$ cat src/rtl/gsp_pkg.sv
// gsp_pkg: shared types and constants of the gain-scheduled speed pid
// used by gsp_lane, gsp_outq and gain_scheduled_speed_pid
package gsp_pkg;

  localparam int unsigned LANES      = 4;
  localparam int unsigned SPEED_W    = 16;
  localparam int unsigned ERR_W      = 17;
  localparam int unsigned SUM_W      = 32;
  localparam int unsigned GAIN_W     = 24;
  localparam int unsigned LIMIT_W    = 15;
  localparam int unsigned PWM_W      = 16;
  localparam int unsigned FRAC_BITS  = 20;
  localparam int unsigned CFG_IDX_W  = 4;
  localparam int unsigned CFG_DATA_W = 24;

  // register map
  localparam logic [CFG_IDX_W-1:0] REG_KP_LOW     = 4'd0;
  localparam logic [CFG_IDX_W-1:0] REG_KI_LOW     = 4'd1;
  localparam logic [CFG_IDX_W-1:0] REG_KD_LOW     = 4'd2;
  localparam logic [CFG_IDX_W-1:0] REG_KP_HIGH    = 4'd3;
  localparam logic [CFG_IDX_W-1:0] REG_KI_HIGH    = 4'd4;
  localparam logic [CFG_IDX_W-1:0] REG_KD_HIGH    = 4'd5;
  localparam logic [CFG_IDX_W-1:0] REG_MAX_PWM    = 4'd6;
  localparam logic [CFG_IDX_W-1:0] REG_SWITCH_SPD = 4'd7;

  // reset values
  localparam logic [GAIN_W-1:0]  KP_LOW_RST     = 24'd393216;
  localparam logic [GAIN_W-1:0]  KI_LOW_RST     = 24'd62259;
  localparam logic [GAIN_W-1:0]  KD_LOW_RST     = 24'd0;
  localparam logic [GAIN_W-1:0]  KP_HIGH_RST    = 24'd157286;
  localparam logic [GAIN_W-1:0]  KI_HIGH_RST    = 24'd32768;
  localparam logic [GAIN_W-1:0]  KD_HIGH_RST    = 24'd0;
  localparam logic [LIMIT_W-1:0] MAX_PWM_RST    = 15'd999;
  localparam logic [LIMIT_W-1:0] SWITCH_SPD_RST = 15'd480;

  typedef struct packed {
    logic [GAIN_W-1:0] kp;
    logic [GAIN_W-1:0] ki;
    logic [GAIN_W-1:0] kd;
  } gain_set_t;

  typedef struct packed {
    gain_set_t          low;
    gain_set_t          high;
    logic [LIMIT_W-1:0] max_pwm;
    logic [LIMIT_W-1:0] switch_speed;
  } pid_cfg_t;

  typedef logic signed [PWM_W-1:0] pwm_t;

  typedef struct packed {
    pwm_t [LANES-1:0] pwm;
  } pwm_result_t;

endpackage

$ cat src/rtl/gsp_outq.sv
// gsp_outq: queues the lane results as one request and holds up to two
// depends on gsp_pkg
module gsp_outq (
  input  logic                  clk,
  input  logic                  rst_n,
  input  logic                  push,
  input  gsp_pkg::pwm_result_t  push_data,
  output logic                  can_push,
  output logic                  out_valid,
  input  logic                  out_ready,
  output gsp_pkg::pwm_result_t  out_data
);
  import gsp_pkg::*;

  logic [1:0]  count_r, count_nxt;
  pwm_result_t head_r, head_nxt;
  pwm_result_t tail_r, tail_nxt;
  logic        pop;

  assign can_push  = count_r != 2'd2;
  assign out_valid = count_r != 2'd0;
  assign out_data  = head_r;
  assign pop       = out_valid && out_ready;

  always_comb begin
    count_nxt = count_r;
    head_nxt  = head_r;
    tail_nxt  = tail_r;
    unique case (count_r)
      2'd0: begin
        if (push) begin
          head_nxt  = push_data;
          count_nxt = 2'd1;
        end
      end
      2'd1: begin
        if (push && pop) begin
          head_nxt = push_data;
        end else if (push) begin
          tail_nxt  = push_data;
          count_nxt = 2'd2;
        end else if (pop) begin
          count_nxt = 2'd0;
        end
      end
      2'd2: begin
        if (pop) begin
          head_nxt  = tail_r;
          count_nxt = 2'd1;
        end
      end
      default: begin
        count_nxt = 2'd0;
      end
    endcase
  end

  always_ff @(posedge clk) begin
    if (!rst_n) begin
      count_r <= '0;
    end else begin
      count_r <= count_nxt;
    end
    head_r <= head_nxt;
    tail_r <= tail_nxt;
  end

endmodule

$ cat config.mk
export PLATFORM = sky130hd
export DESIGN_NAME = gsp_outq
export DESIGN_NICKNAME = d
export VERILOG_FILES = /design/src/rtl/gsp_pkg.sv /design/src/rtl/gsp_outq.sv
export SDC_FILE = /design/constraint.sdc
export NUM_CORES = 1
export LEC_CHECK = 0
export BUFFER_PORTS_ARGS = -buffer_cell sky130_fd_sc_hd__buf_2
export CAP_MARGIN = 20
export CORE_UTILIZATION = 52
export DETAILED_ROUTE_END_ITERATION = 7
export PLACE_DENSITY_LB_ADDON = 0.15
export SLEW_MARGIN = 20
export SYNTH_ARGS = -nofsm -noshare
export SYNTH_HDL_FRONTEND = slang
export SYNTH_SLANG_ARGS = --single-unit
$ cat constraint.sdc
create_clock -name clk -period 7.8 [get_ports clk]
set_input_delay 1.95 -clock clk [delete_from_list [all_inputs] [get_ports clk]]
set_output_delay 1.95 -clock clk [all_outputs]
set_load 0.01 [all_outputs]
==> results.ini <==
[die]
die_y_um = 99.11
fp.dieW_um = 99.11
die_area_um2 = 9822
ioPinCount = 134
coreArea_um2 = 9196
start_util_pct = 53.32
row_count = 35

[synthesis]
synthDistinctLibCells = 17
synth_fp_nets = 282
ys_seq_area_share_pct = 79.20
syn_inst = 214
avgSynthCellArea_um2 = 22.91
netlist_area_um2 = 4903
ys_warn_count = 0
synth-seq-cells = 130

[detailed_routing]
top_layer_used = met4
wl_met1_mm = 3.512
drt-pass1-iter-count = 4
route.met3.wl_um = 471
routedWlPerCell_um = 16.30
wirelength_mm = 7.924
drc_errors = 0
via_per_inst = 4.990
ant_nets = 0
drtIter0Drc = 67
dr_wl_met2_mm = 3.830
vias = 2425

[worst_setup_path]
crit_chain = buf_2 > nand2b_1 > nor2b_4 > buf_4
end_kind = flop
arrival_ns = 3.57
worstPathRequired_ns = 7.95
critical_path_peak_fanout = 33
startpoint_type = primary input
crit_slowest_cell = nor2b_4
path_class = in -> reg
cpPeakStageDelay_ns = 0.74
critPathTopFamily = simple AND/OR/NAND/NOR gates
crit_buf_inv = 2

[timing]
setup_slack_ns = 4.374
setup_viol = 0
fin_crit_ns = 3.426
maxSlewHeadroom_pct = 29.43
final_max_slew_viol_count = 0
fmax_mhz = 291.9
finalHoldViolations = 0
tightestPinTransition_ns = 1.059
skew_ns = 0.005035
rsz0062_at_grt = no
fin_crit_sh_pct = 43.93
timing.setup.tns_ns = 0

[final_layout]
drive_above_1_share_pct = 62.40
regArea_um2 = 3884
stdcell_count = 486
multi_input_area_um2 = 968.4
layout.nets = 430
fillCellCount = 619
syn_to_final_growth_pct = 26.79
antenna_cells = 0

[clock_tree]
clock_path_buffers = 2
post_cts.repair.setup_buffers = 0
cts_buffers = 17
clock_latency_ns = 0.50
cts_root_buffer = clkbuf_8
clk_pin_slew_worst_paths_ns = 0.06
clock_sinks = 130
ctsHoldBuffers = 0
h-tree-depth = 4
cts-resized-gates = 0
cts_tree = built

[power]
total_power_uw = 1624
p_leak_uw = 0.002390
ir_drop_mv = 0.1536
power_density_nw_per_um2 = 261.2

[global_route]
overflow = 0
track_usage_pct = 16.99
antenna_found_initial = 0
grt_pass1_vias = 2467
grt_pass1_wl_mm = 12.30
grt_start_max_net_pins = 66

[run_status]
status = completed

[job]
cap_violations = 0

[placed_design]
hpwlAfterDp_mm = 4.986
port_buffers = 133
pre_cts_slack_ns = 3.821
globalplace.congestion = 0.7565
place_inst = 454

[hold_path]
hold_class = reg -> reg

## per-stage QoR
step	area [um2]	hold slack [ns]	util, %
final	6217	0.5464	67.61
after global routing	6217	0.5550	67.61
after CTS	6217	0.5479	67.61
after detailed placement	5683	0.5339	61.80
after global placement	5683	0.5270	61.80
after floorplan	4903	0.5231	-
## path summary, 6_finish.rpt
check	startpoint	slack, ns	end	cells after the start
setup / recovery	out_ready	4.37	tail_r[44]	4
hold / removal	tail_r[53]	0.55	out_data[53]	1
setup reg to reg	count_r[0]	5.46	tail_r[44]	3
hold reg to reg	tail_r[53]	0.55	out_data[53]	1
## cell usage after synthesis
master    number  area share (%)
inv_1          1           0.076
nand2_1        2            0.15
mux2_4        38              12
nor3b_2        1            0.26
a21oi_1        1            0.10
o32a_1         1            0.20
mux2_2        26             6.0
o21ai_0        1            0.10
buf_2          2            0.20
nand2b_1       1            0.13
or2_2          1            0.13
nor2b_4        1            0.28
a21boi_1       1            0.15
nor2b_1        2            0.26
dfxtp_1        2            0.82
buf_6          5             1.1
edfxtp_1     128              78
## power by group
part           total, uW  leakage, uW  internal [uW]  switching [uW]
registers            816      0.00122            807            8.50
logic                107     0.000925           53.0            53.8
clock network        702     0.000248            419             282
## sequential cells by signal, summed over array words and instances, names as in the netlist
name / cells
count_r: 2
tail_r: 64
out_data: 64
## per-layer routing
layer,up-vias,global-route usage [%]
met5,-,0
met4,0,7.692
met3,10,5.692
met2,90,25.98
met1,1179,22.36
li1,1146,-
## cell usage in the layout (no fill, tap or decap), types with 2 or more instances in the layout
master and n:
edfxtp_1 128, clkbuf_16 16, buf_4 3, dfxtp_1 2, clkinvlp_4 5, clkinv_4 2
buf_2 133, clkinv_1 2, nand2_1 2, mux2_4 38, nor2b_4 2, clkinv_2 3
mux2_2 26
## worst register-to-register path, delay by kind of cell (launching register included)
family,cells,cell delay (ns)
flip-flops,1,0.50
AND/OR/NAND/NOR,2,0.94
buffers and inverters,1,0.55
## cell families (layout without fill, tap and decap cells)
group | Yosys count | in the layout | share of synthesized area, %
flops | 130 | 130 | 79.20
mux | 64 | 64 | 17.61
compound gates | 4 | 4 | 0.5612
simple gates | 8 | 8 | 1.199
buf+inv | 8 | 169 | 1.429
## cell type report
class	instances	share of cell area (%)
clock buffer	18	6.722
clock inverter	14	1.872
inverter	1	0.06037
multi-input combinational	76	15.58
sequential	130	62.47
tap	111	2.234
timing repair buffer	136	11.07
(Power assumes the default switching activity.)
