===== src/rtl/gsp_pkg.sv =====
// gsp_pkg: shared types and constants of the gain-scheduled speed pid
// used by gsp_lane, gsp_outq and gain_scheduled_speed_pid
package gsp_pkg;

  localparam int unsigned LANES      = 4;
  localparam int unsigned SPEED_W    = 16;
  localparam int unsigned ERR_W      = 17;
  localparam int unsigned SUM_W      = 32;
  localparam int unsigned GAIN_W     = 24;
  localparam int unsigned LIMIT_W    = 15;
  localparam int unsigned PWM_W      = 16;
  localparam int unsigned FRAC_BITS  = 20;
  localparam int unsigned CFG_IDX_W  = 4;
  localparam int unsigned CFG_DATA_W = 24;

  // register map
  localparam logic [CFG_IDX_W-1:0] REG_KP_LOW     = 4'd0;
  localparam logic [CFG_IDX_W-1:0] REG_KI_LOW     = 4'd1;
  localparam logic [CFG_IDX_W-1:0] REG_KD_LOW     = 4'd2;
  localparam logic [CFG_IDX_W-1:0] REG_KP_HIGH    = 4'd3;
  localparam logic [CFG_IDX_W-1:0] REG_KI_HIGH    = 4'd4;
  localparam logic [CFG_IDX_W-1:0] REG_KD_HIGH    = 4'd5;
  localparam logic [CFG_IDX_W-1:0] REG_MAX_PWM    = 4'd6;
  localparam logic [CFG_IDX_W-1:0] REG_SWITCH_SPD = 4'd7;

  // reset values
  localparam logic [GAIN_W-1:0]  KP_LOW_RST     = 24'd393216;
  localparam logic [GAIN_W-1:0]  KI_LOW_RST     = 24'd62259;
  localparam logic [GAIN_W-1:0]  KD_LOW_RST     = 24'd0;
  localparam logic [GAIN_W-1:0]  KP_HIGH_RST    = 24'd157286;
  localparam logic [GAIN_W-1:0]  KI_HIGH_RST    = 24'd32768;
  localparam logic [GAIN_W-1:0]  KD_HIGH_RST    = 24'd0;
  localparam logic [LIMIT_W-1:0] MAX_PWM_RST    = 15'd999;
  localparam logic [LIMIT_W-1:0] SWITCH_SPD_RST = 15'd480;

  typedef struct packed {
    logic [GAIN_W-1:0] kp;
    logic [GAIN_W-1:0] ki;
    logic [GAIN_W-1:0] kd;
  } gain_set_t;

  typedef struct packed {
    gain_set_t          low;
    gain_set_t          high;
    logic [LIMIT_W-1:0] max_pwm;
    logic [LIMIT_W-1:0] switch_speed;
  } pid_cfg_t;

  typedef logic signed [PWM_W-1:0] pwm_t;

  typedef struct packed {
    pwm_t [LANES-1:0] pwm;
  } pwm_result_t;

endpackage


===== src/rtl/gsp_lane.sv =====
// gsp_lane: one motor's pid core with its error sum and previous error
// depends on gsp_pkg
module gsp_lane (
  input  logic                             clk,
  input  logic                             rst_n,
  input  logic                             en,
  input  logic signed [gsp_pkg::SPEED_W-1:0] desired,
  input  logic signed [gsp_pkg::SPEED_W-1:0] measured,
  input  gsp_pkg::pid_cfg_t                cfg,
  output gsp_pkg::pwm_t                    pwm
);
  import gsp_pkg::*;

  localparam int unsigned P_W   = GAIN_W + 1 + ERR_W;
  localparam int unsigned I_W   = GAIN_W + 1 + SUM_W;
  localparam int unsigned D_W   = GAIN_W + 1 + ERR_W + 1;
  localparam int unsigned ACC_W = I_W + 2;
  localparam int unsigned LIM_W = LIMIT_W + FRAC_BITS + 1;

  logic signed [SUM_W-1:0] error_sum_r, error_sum_nxt;
  logic signed [ERR_W-1:0] last_error_r, last_error_nxt;

  logic signed [ERR_W-1:0]   d_ext, err;
  logic        [ERR_W-1:0]   mag;
  logic                      use_low;
  gain_set_t                 g;
  logic signed [SUM_W:0]     sum_wide;
  logic signed [SUM_W-1:0]   new_sum;
  logic signed [ERR_W:0]     diff;
  logic signed [P_W-1:0]     p_term;
  logic signed [I_W-1:0]     i_term;
  logic signed [D_W-1:0]     d_term;
  logic signed [ACC_W-1:0]   acc, lim, q;
  logic                      sat_hi, sat_lo;

  always_comb begin
    d_ext   = {desired[SPEED_W-1], desired};
    err     = d_ext - {measured[SPEED_W-1], measured};
    mag     = d_ext[ERR_W-1] ? -d_ext : d_ext;
    use_low = mag < {{(ERR_W-LIMIT_W){1'b0}}, cfg.switch_speed};
    g       = use_low ? cfg.low : cfg.high;

    // saturating 32 bit integral
    sum_wide = {error_sum_r[SUM_W-1], error_sum_r}
             + {{(SUM_W+1-ERR_W){err[ERR_W-1]}}, err};
    if (sum_wide[SUM_W] != sum_wide[SUM_W-1]) begin
      new_sum = sum_wide[SUM_W] ? {1'b1, {(SUM_W-1){1'b0}}} : {1'b0, {(SUM_W-1){1'b1}}};
    end else begin
      new_sum = sum_wide[SUM_W-1:0];
    end

    diff   = {err[ERR_W-1], err} - {last_error_r[ERR_W-1], last_error_r};
    p_term = $signed({1'b0, g.kp}) * err;
    i_term = $signed({1'b0, g.ki}) * new_sum;
    d_term = $signed({1'b0, g.kd}) * diff;

    acc = {{(ACC_W-P_W){p_term[P_W-1]}}, p_term}
        + {{(ACC_W-I_W){i_term[I_W-1]}}, i_term}
        + {{(ACC_W-D_W){d_term[D_W-1]}}, d_term};
    lim = {{(ACC_W-LIM_W){1'b0}}, 1'b0, cfg.max_pwm, {FRAC_BITS{1'b0}}};

    sat_hi = acc >= lim;
    sat_lo = acc <= -lim;

    // divide by 2^20 rounding toward zero
    q = acc >>> FRAC_BITS;
    if (acc[ACC_W-1] && (|acc[FRAC_BITS-1:0])) begin
      q = q + ACC_W'(1);
    end

    error_sum_nxt  = error_sum_r;
    last_error_nxt = err;
    if (desired == '0) begin
      pwm            = '0;
      error_sum_nxt  = '0;
      last_error_nxt = '0;
    end else if (sat_hi) begin
      pwm = pwm_t'({1'b0, cfg.max_pwm});
    end else if (sat_lo) begin
      pwm = -pwm_t'({1'b0, cfg.max_pwm});
    end else begin
      pwm           = q[PWM_W-1:0];
      error_sum_nxt = new_sum;
    end
  end

  always_ff @(posedge clk) begin
    if (!rst_n) begin
      error_sum_r  <= '0;
      last_error_r <= '0;
    end else if (en) begin
      error_sum_r  <= error_sum_nxt;
      last_error_r <= last_error_nxt;
    end
  end

endmodule


===== config.mk =====
export PLATFORM = sky130hd
export DESIGN_NAME = gsp_lane
export DESIGN_NICKNAME = d
export VERILOG_FILES = /design/src/rtl/gsp_pkg.sv /design/src/rtl/gsp_lane.sv
export SDC_FILE = /design/constraint.sdc
export NUM_CORES = 2
export LEC_CHECK = 0
export BUFFER_PORTS_ARGS = -buffer_cell sky130_fd_sc_hd__buf_4
export CORE_ASPECT_RATIO = 0.5
export CORE_MARGIN = 3
export CORE_UTILIZATION = 72
export DETAILED_ROUTE_END_ITERATION = 8
export HOLD_SLACK_MARGIN = 0.08
export PLACE_DENSITY = 0.91
export SETUP_SLACK_MARGIN = 0.2
export SYNTH_ARGS = -nofsm -noshare
export SYNTH_HDL_FRONTEND = slang
export SYNTH_SLANG_ARGS = --single-unit

===== constraint.sdc =====
create_clock -name clk -period 62.6 [get_ports clk]
set_input_delay 12.52 -clock clk [delete_from_list [all_inputs] [get_ports clk]]
set_output_delay 12.52 -clock clk [all_outputs]
set_load 0.005 [all_outputs]

==> results.md <==
* Final period util at 71.8%
* Reg clk slew, reported paths at 0.07 ns
* DP Wirelength at 202000 um
* CTS tree: done
* Share of post-route cells with drive strength above 1 at 6.82%
* YS warnings at 0
* Setup TNS at 0 ns
* Seq/Total Area, Yosys at 1.50%
* # DRC at 2
* CTS Buf Count at 5
* GRT Overall Usage at 51.4%
* Wire length per cell at 27.1 um
* GR Util met1 at 67.3%
* Worst-Skew Late Latency at 0.36 ns
* Most frequent cell after synthesis: inv_1
* Vias in the first global route at 58105
* Critical Path Sink Type: output pin
* Initial core utilization at 73.4%
* CTS Hold Bufs at 0
* Die Span X at 433 um
* Top cells by instance count after synthesis: 1870 x inv_1, 1659 x fa_1, 916 x nand2_1
* RD Place Congestion at 1.12
* Hold Fails Final Rpt at 0
* H-tree depth at 2
* Failing checks: design-rule violations
* Post-layout minimum cycle time at 44.97 ns
* Synthesized cell area at 0.0655 mm2
* Crit-path max FO at 32
* Synth Register Bits at 49
* Mux contribution to synthesized area at 2.22%
* Slowest library cell on the worst path: fa_1
* Grt met2 use at 67.4%
* Post-Route Utilization at 77.0%
* Endpoints failing setup at 0
* Largest area contributor in the netlist: fa_1
* Largest family of logic cells by synthesized area: adder cells
* Syn_nets at 9940
* RSZ-0062 raised after global routing: false
* Clock Sinks at 49
* Finished Cell Area at 0.0687 mm2
* # rows at 77
* Grt total ovfl at 0
* Final Max Slew Viols at 0
* Grt met3 use at 33.0%
* Number of port buffers at 224
* EDFF count, synth at 0
* Crit path largest cell delay at 0.85 ns
* Area grow syn2layout at 4.89%
* Max Cap Viol at 0
* Dpl cell area at 0.0685 mm2
* Worst-margin pin slew at 1.39 ns
* Most numerous cell on the critical path: inv_1
* Simple-gate share of the synthesized area at 14.2%
* TritonRoute pass-1 iters at 9
* Worst Hold Class: register to register
* Avg Cell Area, Syn at 8.71 um2
* Top cells by area, synth: fa_1 51%, inv_1 11%, ha_1 11%
* Post-CTS setup buffers at 0
* Area share of the largest cell type after synthesis at 50.7%
* Vias at 55719
* Synth Instances at 7522
* Initial antenna violation count at 13
* Max-slew headroom at 6.67%
* Number of vias per cell at 6.36
* First-pass GRT wire length at 354000 um
* CP Class: primary input to output pin
* Die H at 219 um
* Root buffer cell: clkbuf_16
* Compound-Gate Fraction of Synth Area at 6.51%
* Adder-cell share of the synthesized area at 61.2%
* Post-synthesis async set-or-reset flop share at 0%
* Die area at 0.0949 mm2
* Xor and xnor area share after synthesis at 1.63%
* Yosys cell types at 98
* Most used routing layer in global routing: met2
* Startpoint Class: primary input
* Fin nets at 9986
* CTS Buffer Depth at 2
* Final wirelength at 237000 um
* 1st-iter DRT viols at 7657
* Reg2reg setup slack at 44.83 ns
* Setup Skew at 0.0346 ns
* CP arrival at 32.45 ns
* Core ar. at 0.0892 mm2
* Ports at 225
* Largest net degree at the start of global routing at 51
* Resized cells post-CTS at 0
* Outcome: finished with violations
* CP Data Required Time at 50.08 ns
* F_max at 0.0222 GHz
* Most used DFF post-synth: dfxtp_1
* Antenna-violating nets left at 0
[final timing paths]
path,start,endpoint,cells past startpoint
worst max-delay path,desired[0],pwm[10],67
worst min register to register,last_error_r[3]$_SDFFE_PN0P_,last_error_r[3]$_SDFFE_PN0P_,2
worst max register to register,error_sum_r[0]$_SDFFE_PN0P_,error_sum_r[14]$_SDFFE_PN0P_,52
worst min-delay path,last_error_r[3]$_SDFFE_PN0P_,last_error_r[3]$_SDFFE_PN0P_,2
[logic make-up after synthesis]
| kind of cell | Yosys count |
|---|---|
| DFF | 49 |
| AOI/OAI and AO/OA | 654 |
| adders and majority gates | 2212 |
| buffers and inverters | 2178 |
| and+or+nand+nor | 2171 |
| muxes | 137 |
| xor gates and xnor gates | 121 |
[cell usage in the layout, fill, tap and decap left out, types with 7 or more instances in the layout]
master	synthesis	layout
o21ai_2	5	11
o22ai_1	9	9
xor2_1	32	29
a21boi_0	15	15
a31oi_1	9	8
and3_1	27	27
ha_1	550	550
a21o_1	75	75
mux2i_2	0	14
nor4_1	24	24
a21oi_1	161	161
nand2_1	916	916
nand3_1	54	54
or2_1	9	9
dfxtp_1	49	49
a211o_1	10	10
mux2i_1	69	51
nand4_1	35	35
o32ai_1	8	8
nor2b_1	25	25
nor3b_1	7	7
and2_1	60	60
nand2b_1	105	105
o211ai_1	13	13
or3_1	17	17
mux2_2	63	63
a211oi_1	18	18
o21a_1	51	51
o21bai_1	15	15
fa_1	1659	1659
or2_2	20	20
buf_4	8	342
o31ai_1	16	14
o21ai_0	86	84
nor3_1	57	55
xnor2_1	88	84
o21ai_1	85	81
inv_1	1870	1870
nor2_1	784	779
[flip-flops by register name, summed over array words and instances (netlist names)]
register      cells
error_sum_r      32
last_error_r     17
[critical path: cells and delay by family]
family | cells | cell delay, ns
AO/OA/AOI/OAI | 27 | 8.13
adder cells (fa/ha/maj) | 14 | 6.71
buffers and inverters | 17 | 2.82
AND/OR/NAND/NOR | 8 | 1.54
XOR/XNOR | 1 | 0.65
[routing by layer]
layer | routed length, um | part of all wire, % | vias up
li1 | - | - | 22473
met1 | 83700 | 35 | 27289
met2 | 89000 | 38 | 4923
met3 | 51900 | 22 | 1001
met4 | 11800 | 5.0 | 33
met5 | 759 | 0.32 | -
[through the flow]
step	std cells	hold WS, ns	setup slack, ns
CTS	8754	0.476	18.30
global route	8754	0.499	16.49
finish	8759	0.480	17.63
floorplan	7522	0.446	21.31
detailed placement	8746	0.464	18.37
global placement	8746	0.456	18.52
[layout make-up]
class | count | area (um2)
clock inverters | 3 | 26.3
flip-flops and latches | 49 | 981
repair buffers | 342 | 2570
well taps | 1185 | 1480
fillers | 6110 | 20500
clock buffers | 5 | 125
inverters | 1875 | 7040
multi-input cells | 5295 | 56500
diodes | 5 | 12.5
Power is left out: the tool's default activity adds up to more than one toggle a clock period on the data nets, which glitch-free logic cannot reach.
